[config.mk]
export PLATFORM = sky130hd
export DESIGN_NAME = srrip_victim_selection_core
export DESIGN_NICKNAME = d
export VERILOG_FILES = /design/src/rtl/srrip_pkg.sv /design/src/rtl/srrip_ram.sv /design/src/rtl/srrip_row_update.sv /design/src/rtl/srrip_victim_selection_core.sv
export SDC_FILE = /design/constraint.sdc
export NUM_CORES = 2
export LEC_CHECK = 0
export BUFFER_PORTS_ARGS = -buffer_cell sky130_fd_sc_hd__buf_2
export CORE_ASPECT_RATIO = 1.5
export CORE_UTILIZATION = 55
export CTS_CLUSTER_DIAMETER = 80
export CTS_CLUSTER_SIZE = 16
export DETAILED_ROUTE_END_ITERATION = 7
export PLACE_DENSITY = 0.71
export SLEW_MARGIN = 20
export SYNTH_ARGS = -nofsm -noshare
export SYNTH_HDL_FRONTEND = slang
export SYNTH_SLANG_ARGS = --single-unit
[constraint.sdc]
create_clock -name clk -period 8.9 [get_ports clk]
set_input_delay 1.335 -clock clk [delete_from_list [all_inputs] [get_ports clk]]
set_output_delay 1.335 -clock clk [all_outputs]
set_load 0.01 [all_outputs]
[src/rtl/srrip_pkg.sv]
`default_nettype none
// ----------------------------------------------------------------------------
// srrip_pkg
// Shared types and constants of the 2-bit SRRIP victim selection core.
// ----------------------------------------------------------------------------
package srrip_pkg;

  localparam int DEFAULT_SETS = 64;
  localparam int DEFAULT_WAYS = 16;

  // the eligibility mask only reaches ways 0..15
  localparam int MASK_BITS = 16;

  localparam logic [1:0] RRPV_MAX    = 2'd3;
  localparam logic [1:0] RRPV_INSERT = 2'd2;
  localparam logic [1:0] RRPV_HIT    = 2'd0;

  typedef enum logic [1:0] {
    REQ_HIT    = 2'd0,
    REQ_INSERT = 2'd1,
    REQ_SELECT = 2'd2,
    REQ_PEEK   = 2'd3
  } req_type_t;

  typedef struct packed {
    req_type_t   req_type;
    logic [5:0]  set_index;
    logic [3:0]  way_index;
    logic [15:0] eligible_mask;
  } req_item_t;

  typedef struct packed {
    logic       victim_found;
    logic [3:0] victim_way;
  } rsp_item_t;

  // status of one row update
  typedef struct packed {
    logic wr;       // row must be written back
    logic has_rsp;  // item produces a result
  } upd_ctl_t;

endpackage
`default_nettype wire

[src/rtl/srrip_ram.sv]
`default_nettype none
// ----------------------------------------------------------------------------
// srrip_ram
// Generic single-write, single-read RAM with registered read data.
// A read of the address being written returns the new data.
// ----------------------------------------------------------------------------
module srrip_ram #(
  parameter int WIDTH = 32,
  parameter int DEPTH = 64,
  localparam int AW = (DEPTH > 1) ? $clog2(DEPTH) : 1
) (
  input  wire logic             clk,
  input  wire logic             we,
  input  wire logic [AW-1:0]    waddr,
  input  wire logic [WIDTH-1:0] wdata,
  input  wire logic             re,
  input  wire logic [AW-1:0]    raddr,
  output logic      [WIDTH-1:0] rdata
);

  logic [WIDTH-1:0] mem [DEPTH];

  always_ff @(posedge clk) begin
    if (we) begin
      mem[waddr] <= wdata;
    end
    if (re) begin
      rdata <= (we && (waddr == raddr)) ? wdata : mem[raddr];
    end
  end

endmodule
`default_nettype wire

[src/rtl/srrip_row_update.sv]
`default_nettype none
// ----------------------------------------------------------------------------
// srrip_row_update
// Modify step of the set read-modify-write: hit/insert update, victim
// search over the eligible ways and aging of the whole set.
// ----------------------------------------------------------------------------
module srrip_row_update #(
  parameter int WAYS = srrip_pkg::DEFAULT_WAYS
) (
  input  wire srrip_pkg::req_item_t req,
  input  wire logic                 set_ok,
  input  wire logic [2*WAYS-1:0]    row_in,
  output logic      [2*WAYS-1:0]    row_out,
  output srrip_pkg::upd_ctl_t       ctl,
  output srrip_pkg::rsp_item_t      rsp
);

  logic [1:0]      val [WAYS];
  logic [WAYS-1:0] elig;
  logic [WAYS-1:0] at3;
  logic [WAYS-1:0] at2;
  logic [WAYS-1:0] at1;
  logic [WAYS-1:0] match;
  logic [1:0]      top;
  logic [1:0]      delta;
  logic [3:0]      pick;
  logic            way_ok;
  logic [2*WAYS-1:0] touched_row;
  logic [2*WAYS-1:0] aged_row;

  for (genvar w = 0; w < WAYS; w++) begin : g_way
    assign val[w] = row_in[2*w +: 2];
    if (w < srrip_pkg::MASK_BITS) begin : g_mask
      assign elig[w] = req.eligible_mask[w];
    end else begin : g_nomask
      assign elig[w] = 1'b0;
    end
    assign at3[w]   = elig[w] && (val[w] == 2'd3);
    assign at2[w]   = elig[w] && (val[w] == 2'd2);
    assign at1[w]   = elig[w] && (val[w] == 2'd1);
    assign match[w] = elig[w] && (val[w] == top);
  end

  always_comb begin
    if (|at3) begin
      top = 2'd3;
    end else if (|at2) begin
      top = 2'd2;
    end else if (|at1) begin
      top = 2'd1;
    end else begin
      top = 2'd0;
    end
    delta = srrip_pkg::RRPV_MAX - top;
  end

  // lowest-numbered eligible way holding the largest value
  always_comb begin
    pick = '0;
    for (int w = WAYS - 1; w >= 0; w--) begin
      if (match[w]) begin
        pick = 4'(w);
      end
    end
  end

  always_comb begin
    logic [2:0] sum;
    for (int w = 0; w < WAYS; w++) begin
      sum = {1'b0, val[w]} + {1'b0, delta};
      aged_row[2*w +: 2] = sum[2] ? srrip_pkg::RRPV_MAX : sum[1:0];
    end
  end

  assign way_ok = 32'(req.way_index) < 32'(WAYS);

  always_comb begin
    for (int w = 0; w < WAYS; w++) begin
      if (32'(req.way_index) == 32'(w)) begin
        touched_row[2*w +: 2] = (req.req_type == srrip_pkg::REQ_HIT) ?
                                srrip_pkg::RRPV_HIT : srrip_pkg::RRPV_INSERT;
      end else begin
        touched_row[2*w +: 2] = row_in[2*w +: 2];
      end
    end
  end

  always_comb begin
    row_out          = row_in;
    ctl              = '0;
    rsp              = '0;
    rsp.victim_found = set_ok && (|elig);
    rsp.victim_way   = (set_ok && (|elig)) ? pick : 4'd0;
    case (req.req_type)
      srrip_pkg::REQ_HIT, srrip_pkg::REQ_INSERT: begin
        row_out = touched_row;
        ctl.wr  = set_ok && way_ok;
        rsp     = '0;
      end
      srrip_pkg::REQ_SELECT: begin
        row_out     = aged_row;
        ctl.wr      = rsp.victim_found;
        ctl.has_rsp = 1'b1;
      end
      srrip_pkg::REQ_PEEK: begin
        ctl.has_rsp = 1'b1;
      end
      default: begin
        rsp = '0;
      end
    endcase
  end

endmodule
`default_nettype wire

[src/rtl/srrip_victim_selection_core.sv]
`default_nettype none
// ----------------------------------------------------------------------------
// srrip_victim_selection_core
// SRRIP replacement state with hit, insert, select-with-aging and peek.
// ----------------------------------------------------------------------------
// Usage:
//   Requests enter on req_valid/req_stall/req_data, results leave on
//   rsp_valid/rsp_stall/rsp_data; an item moves when valid is high and
//   stall is low. Hit and insert produce no result; select and peek produce
//   exactly one, in request order.
//   The per-set RRPV rows live in one RAM. An accepted request reads its
//   row at the accept edge; the modify stage then updates it, writes it back
//   and loads the result register, which drives rsp_valid. One request per
//   cycle is sustained unless a result is held under rsp_stall; a request to
//   the set being written in the same cycle sees the new row through the RAM
//   bypass. After reset the RAM is swept to all-3 values, one set per cycle;
//   req_stall stays high until the sweep ends.
//   While a result waits under rsp_stall, one more request may be held in
//   the modify stage; hit and insert still pass through it.
// ----------------------------------------------------------------------------
module srrip_victim_selection_core #(
  parameter int SETS = srrip_pkg::DEFAULT_SETS,
  parameter int WAYS = srrip_pkg::DEFAULT_WAYS
) (
  input  wire logic                 clk,
  input  wire logic                 rst,
  input  wire logic                 req_valid,
  output logic                      req_stall,
  input  wire srrip_pkg::req_item_t req_data,
  output logic                      rsp_valid,
  input  wire logic                 rsp_stall,
  output srrip_pkg::rsp_item_t      rsp_data
);

  localparam int AW    = (SETS > 1) ? $clog2(SETS) : 1;
  localparam int ROW_W = 2 * WAYS;

  logic                 clearing;
  logic [AW-1:0]        clear_addr;
  logic                 accept;

  logic                 s1_valid;
  srrip_pkg::req_item_t s1_item;
  logic                 s1_set_ok;
  logic                 s1_advance;
  logic                 s1_fire;

  logic [ROW_W-1:0]     rd_row;
  logic [ROW_W-1:0]     upd_row;
  srrip_pkg::upd_ctl_t  upd_ctl;
  srrip_pkg::rsp_item_t upd_rsp;

  logic                 ram_we;
  logic [AW-1:0]        ram_waddr;
  logic [ROW_W-1:0]     ram_wdata;

  // modify stage may move unless it owes a result to a blocked output
  assign s1_advance = !upd_ctl.has_rsp || !rsp_valid || !rsp_stall;
  assign s1_fire    = s1_valid && s1_advance;
  assign req_stall  = clearing || (s1_valid && !s1_advance);
  assign accept     = req_valid && !req_stall;
  assign s1_set_ok  = 32'(s1_item.set_index) < 32'(SETS);

  assign ram_we    = clearing || (s1_fire && upd_ctl.wr);
  assign ram_waddr = clearing ? clear_addr : AW'(s1_item.set_index);
  assign ram_wdata = clearing ? {WAYS{srrip_pkg::RRPV_MAX}} : upd_row;

  srrip_ram #(
    .WIDTH (ROW_W),
    .DEPTH (SETS)
  ) u_rrpv_ram (
    .clk   (clk),
    .we    (ram_we),
    .waddr (ram_waddr),
    .wdata (ram_wdata),
    .re    (accept),
    .raddr (AW'(req_data.set_index)),
    .rdata (rd_row)
  );

  srrip_row_update #(
    .WAYS (WAYS)
  ) u_row_update (
    .req     (s1_item),
    .set_ok  (s1_set_ok),
    .row_in  (rd_row),
    .row_out (upd_row),
    .ctl     (upd_ctl),
    .rsp     (upd_rsp)
  );

  // reset sweep of the RRPV RAM
  always_ff @(posedge clk) begin
    if (rst) begin
      clearing   <= 1'b1;
      clear_addr <= '0;
    end else if (clearing) begin
      if (clear_addr == AW'(SETS - 1)) begin
        clearing <= 1'b0;
      end else begin
        clear_addr <= clear_addr + AW'(1);
      end
    end
  end

  always_ff @(posedge clk) begin
    if (rst) begin
      s1_valid <= 1'b0;
    end else if (accept) begin
      s1_valid <= 1'b1;
    end else if (s1_fire) begin
      s1_valid <= 1'b0;
    end
  end

  always_ff @(posedge clk) begin
    if (accept) begin
      s1_item <= req_data;
    end
  end

  always_ff @(posedge clk) begin
    if (rst) begin
      rsp_valid <= 1'b0;
    end else if (s1_fire && upd_ctl.has_rsp) begin
      rsp_valid <= 1'b1;
    end else if (!rsp_stall) begin
      rsp_valid <= 1'b0;
    end
  end

  always_ff @(posedge clk) begin
    if (s1_fire && upd_ctl.has_rsp) begin
      rsp_data <= upd_rsp;
    end
  end

endmodule
`default_nettype wire

==> report_table.html <==
<table>
<tr><th>Metric</th><th>Value</th></tr>
<tr><th colspan="2">Run status</th></tr>
<tr><td>Run status</td><td>complete, no violations</td></tr>
<tr><th colspan="2">Synth</th></tr>
<tr><td>Main combinational cell family by area after synthesis</td><td>multiplexers</td></tr>
<tr><td>Number of warnings reported in the yosys synthesis log</td><td>0</td></tr>
<tr><td>Post-synth EDFFs</td><td>2113</td></tr>
<tr><td>Post-synthesis compound-gate area fraction</td><td>4.67%</td></tr>
<tr><td>Library cell occupying the most area in the post-synthesis netlist</td><td>edfxtp_1</td></tr>
<tr><td>Dominant cells by area after synthesis</td><td>edfxtp_1, mux4_2, a22oi_1</td></tr>
<tr><td>Share of synthesized area spent on multiplexers</td><td>14.1%</td></tr>
<tr><td>Instance count of the mapped netlist</td><td>3914</td></tr>
<tr><td>Synthesized area per cell</td><td>21.2 um2</td></tr>
<tr><td>Part of the Yosys area used for sequential elements</td><td>76.7%</td></tr>
<tr><td>Xor-xnor portion of the synthesized cell area</td><td>0.106%</td></tr>
<tr><td>Post-Synthesis Cell Area</td><td>0.0829 mm2</td></tr>
<tr><td>Area share of the leading cell type in the synthesized netlist</td><td>76.5%</td></tr>
<tr><td>Count leader, synth</td><td>edfxtp_1</td></tr>
<tr><td>Syn nets</td><td>3995</td></tr>
<tr><td>Synthesized-area fraction occupied by adder cells</td><td>0.884%</td></tr>
<tr><td>Distinct cell type count of the synthesized netlist</td><td>59</td></tr>
<tr><td>Fraction of registers with async set/reset</td><td>0%</td></tr>
<tr><td>Total of flip-flops plus latches after synthesis</td><td>2122</td></tr>
<tr><td>Simple-gate area share of the yosys netlist</td><td>1.83%</td></tr>
<tr><td>Top cells by instance count after synthesis</td><td>edfxtp_1, mux4_2, a22oi_1</td></tr>
<tr><td>Most used flip-flop cell after synthesis</td><td>edfxtp_1</td></tr>
<tr><th colspan="2">Clock tree</th></tr>
<tr><td>CTS H-tree depth</td><td>4</td></tr>
<tr><td>Clk Latency, worst-skew pair</td><td>820 ps</td></tr>
<tr><td>Clock tree from TritonCTS</td><td>done</td></tr>
<tr><td>Hold-fix buffer count after cts</td><td>0</td></tr>
<tr><td>Number of buffers inserted during clock tree synthesis</td><td>150</td></tr>
<tr><td>Num Clock Sinks</td><td>2122</td></tr>
<tr><td>Cell at the root of the clock tree</td><td>clkbuf_16</td></tr>
<tr><td>Clock Path Buffers</td><td>3</td></tr>
<tr><td>Clk slew on worst S/H paths</td><td>70 ps</td></tr>
<tr><td>Count of instances resized after the clock tree is built</td><td>0</td></tr>
<tr><td>Postcts setup bufs</td><td>0</td></tr>
<tr><th colspan="2">GRT</th></tr>
<tr><td>Global route overflow</td><td>0</td></tr>
<tr><td>Largest net degree at the start of global routing</td><td>141</td></tr>
<tr><td>Combined global-route utilization of all metal layers</td><td>29.1%</td></tr>
<tr><td>Via count of the first global-routing pass</td><td>42000</td></tr>
<tr><td>Wire length of the first global-routing pass</td><td>309000 um</td></tr>
<tr><td>Number of antenna violations at the first check in global routing</td><td>12</td></tr>
<tr><th colspan="2">Power and ir drop</th></tr>
<tr><td>Switching part of the total</td><td>20.6%</td></tr>
<tr><td>Flop pwr share</td><td>60.9%</td></tr>
<tr><td>Power consumption</td><td>17.8 mW</td></tr>
<tr><td>Part of the total power dissipated in the clock network</td><td>35.5%</td></tr>
<tr><td>Peak supply drop</td><td>0.221 mV</td></tr>
<tr><td>Internal power summed over all cells</td><td>14.1 mW</td></tr>
<tr><td>Part of the power in combinational logic</td><td>3.7%</td></tr>
<tr><td>Leakage power</td><td>20.1 nW</td></tr>
<tr><td>Power spent charging and discharging nets</td><td>3.67 mW</td></tr>
<tr><td>Power density over the cells</td><td>197 mW/mm2</td></tr>
<tr><th colspan="2">Worst setup path</th></tr>
<tr><td>Worst-path maximum fanout</td><td>34</td></tr>
<tr><td>Highest cell delay on the worst timing path</td><td>800 ps</td></tr>
<tr><td>Sort of element at the end of the critical path</td><td>flip-flop</td></tr>
<tr><td>Worst-path cell with the longest stage delay</td><td>nor2_2</td></tr>
<tr><td>CP required</td><td>9370 ps</td></tr>
<tr><td>WP buf/inv</td><td>3</td></tr>
<tr><td>CP top delay family</td><td>simple AND/OR/NAND/NOR gates</td></tr>
<tr><td>Startpoint class of the critical path</td><td>flip-flop</td></tr>
<tr><td>Most frequent cell on the critical path</td><td>inv_1</td></tr>
<tr><td>Data arrival at the endpoint of the critical path</td><td>5800 ps</td></tr>
<tr><td>CP cell instances</td><td>and3_1 &gt; a31oi_1 &gt; o211ai_1 &gt; nor4_1 &gt; inv_1 &gt; nor2_2 &gt; ha_1 &gt; inv_1 &gt; fa_1 &gt; a21oi_1 &gt; nor2_1 &gt; nand3_2 &gt; buf_4</td></tr>
<tr><td>Critical path start-end classification</td><td>flip-flop to flip-flop</td></tr>
<tr><th colspan="2">Min path</th></tr>
<tr><td>Type of the tightest min-delay check</td><td>flip-flop to flip-flop</td></tr>
<tr><th colspan="2">Placed design</th></tr>
<tr><td>Count of port buffers added during placement</td><td>38</td></tr>
<tr><td>GPL Wtd Cong</td><td>0.923</td></tr>
<tr><td>Half-perimeter wire length after detailed placement</td><td>115000 um</td></tr>
<tr><td>Cell total after placement</td><td>5794</td></tr>
<tr><th colspan="2">Floorplanning</th></tr>
<tr><td>Site Rows</td><td>174</td></tr>
<tr><td>Die outline area</td><td>0.152 mm2</td></tr>
<tr><td>Number of top-level pins</td><td>39</td></tr>
<tr><td>Initial standard-cell utilization of the core</td><td>55.4%</td></tr>
<tr><td>Die height</td><td>478 um</td></tr>
<tr><td>Core area</td><td>0.150 mm2</td></tr>
<tr><td>Die Width</td><td>319 um</td></tr>
<tr><th colspan="2">Drt</th></tr>
<tr><td>Via Count</td><td>42000</td></tr>
<tr><td>Average via count per standard cell</td><td>7.01</td></tr>
<tr><td>Routed len/inst</td><td>36.8 um</td></tr>
<tr><td>Number of iterations in the first detailed-routing pass</td><td>6</td></tr>
<tr><td>Post-route ant nets</td><td>0</td></tr>
<tr><td>Total routed wirelength</td><td>220000 um</td></tr>
<tr><td>Post-route DRC</td><td>0</td></tr>
<tr><td>Drt first-iter violations</td><td>5999</td></tr>
<tr><th colspan="2">Layout</th></tr>
<tr><td>Non-Filler Instances</td><td>5983</td></tr>
<tr><td>Layout cell share with drive strength beyond 1</td><td>24.0%</td></tr>
<tr><td>Post-layout nets</td><td>4093</td></tr>
<tr><td>Area growth from synthesis to layout</td><td>8.99%</td></tr>
<tr><td>Core occupancy in the finished layout</td><td>60.3%</td></tr>
<tr><th colspan="2">Timing</th></tr>
<tr><td>Fin Setup TNS</td><td>0 ps</td></tr>
<tr><td>Fmax</td><td>0.188 GHz</td></tr>
<tr><td>Fin Clk Skew</td><td>33.1 ps</td></tr>
<tr><td>Max-slew violation count</td><td>0</td></tr>
<tr><td>Part of the cycle the worst path needs</td><td>59.9%</td></tr>
<tr><td>Final worst hold slack</td><td>537 ps</td></tr>
<tr><td>Worst slew slack as a fraction of its limit</td><td>20.0%</td></tr>
<tr><td>Setup repair after global routing missed its margin</td><td>false</td></tr>
<tr><td>Transition at the pin with the smallest max-transition slack</td><td>1190 ps</td></tr>
<tr><td>Setup-failing EPs final</td><td>0</td></tr>
<tr><td>Minimum clock period after layout</td><td>5330 ps</td></tr>
<tr><td>Total count of hold-check failures in the final report</td><td>0</td></tr>
<tr><th colspan="2">Flow run</th></tr>
<tr><td>Max-capacitance violation count</td><td>0</td></tr>
</table>
## cells by family (layout without fill, tap and decap cells)
| group | count (synthesis) | count (layout) |
|---|---|---|
| muxes | 530 | 530 |
| xor gates and xnor gates | 10 | 10 |
| AOI/OAI and AO/OA | 580 | 580 |
| DFF | 2122 | 2122 |
| adders and majority gates | 49 | 49 |
| buffers and inverters | 285 | 416 |
| and+or+nand+nor | 338 | 338 |
| other | 0 | 2 |
## metrics by stage
stage,worst slack [ps],instance area [um2]
detailed placement,3610,86200
global placement,3520,86100
finish,3570,90400
CTS,3670,90300
global route,3450,90400
floorplan,2740,82900
## area by class of cell
class / instances / area (um2)
multi-input cells: 1507 / 18600
well taps: 1936 / 2420
fillers: 10300 / 59400
clock buffers: 171 / 3870
flip-flops and latches: 2122 / 63600
diodes: 2 / 5.00
repair buffers: 173 / 1390
clock inverters: 14 / 230
inverters: 58 / 218
## registers in the layout (all words and copies together), names as in the netlist
name / cells
clearing: 1
u_rrpv_ram.mem: 2048
u_rrpv_ram.rdata: 32
rsp_data: 5
s1_item: 28
rsp_valid: 1
s1_valid: 1
clear_addr: 6
## metal layers
metal	GRT usage (%)	wire (um)
met4	13.2	11100
met2	46.5	107000
met1	39.7	80600
met5	0	26
met3	4.97	21400
## worst paths after layout
check	from	to	slack, ps	depth (start not counted)
setup / recovery	u_rrpv_ram.rdata[22]$_DFFE_PP_	u_rrpv_ram.mem[1][27]$_DFFE_PP_	3570	13
hold / removal	clear_addr[1]$_SDFFE_PP0P_	clear_addr[1]$_SDFFE_PP0P_	540	2
setup reg to reg	u_rrpv_ram.rdata[22]$_DFFE_PP_	u_rrpv_ram.mem[1][27]$_DFFE_PP_	3570	13
hold reg to reg	clear_addr[1]$_SDFFE_PP0P_	clear_addr[1]$_SDFFE_PP0P_	540	2
## tightest hold or removal path, delay by kind of cell, from the launching register on
kind	cells	cell delay (ps)
flops	1	360
simple gates	1	80
compound gates	1	60
## power by group through the flow
stage / registers, mW / logic, mW / clock network (mW)
floorplan: 11.1 / 0.393 / 0
global placement: 11.1 / 0.645 / 0
detailed placement: 11.1 / 0.648 / 0
CTS: 10.8 / 0.651 / 6.39
global route: 10.8 / 0.678 / 6.70
finish: 10.8 / 0.650 / 6.32
## placed cells by master (no fill, tap or decap), types with 19 or more instances in the layout
cell / netlist / layout
a211oi_1: 43 / 43
a21o_1: 31 / 31
a21oi_1: 181 / 181
a22oi_1: 240 / 240
buf_2: 65 / 34
buf_4: 20 / 123
clkbuf_1: 88 / 19
clkbuf_16: 0 / 152
edfxtp_1: 2113 / 2113
ha_1: 33 / 33
inv_1: 57 / 56
mux4_2: 512 / 512
nand2_1: 89 / 77
nand3_1: 42 / 41
nor2_1: 117 / 51
nor2_4: 0 / 65
nor3_1: 35 / 27
o21ai_0: 25 / 25
(Power assumes the default switching activity.)
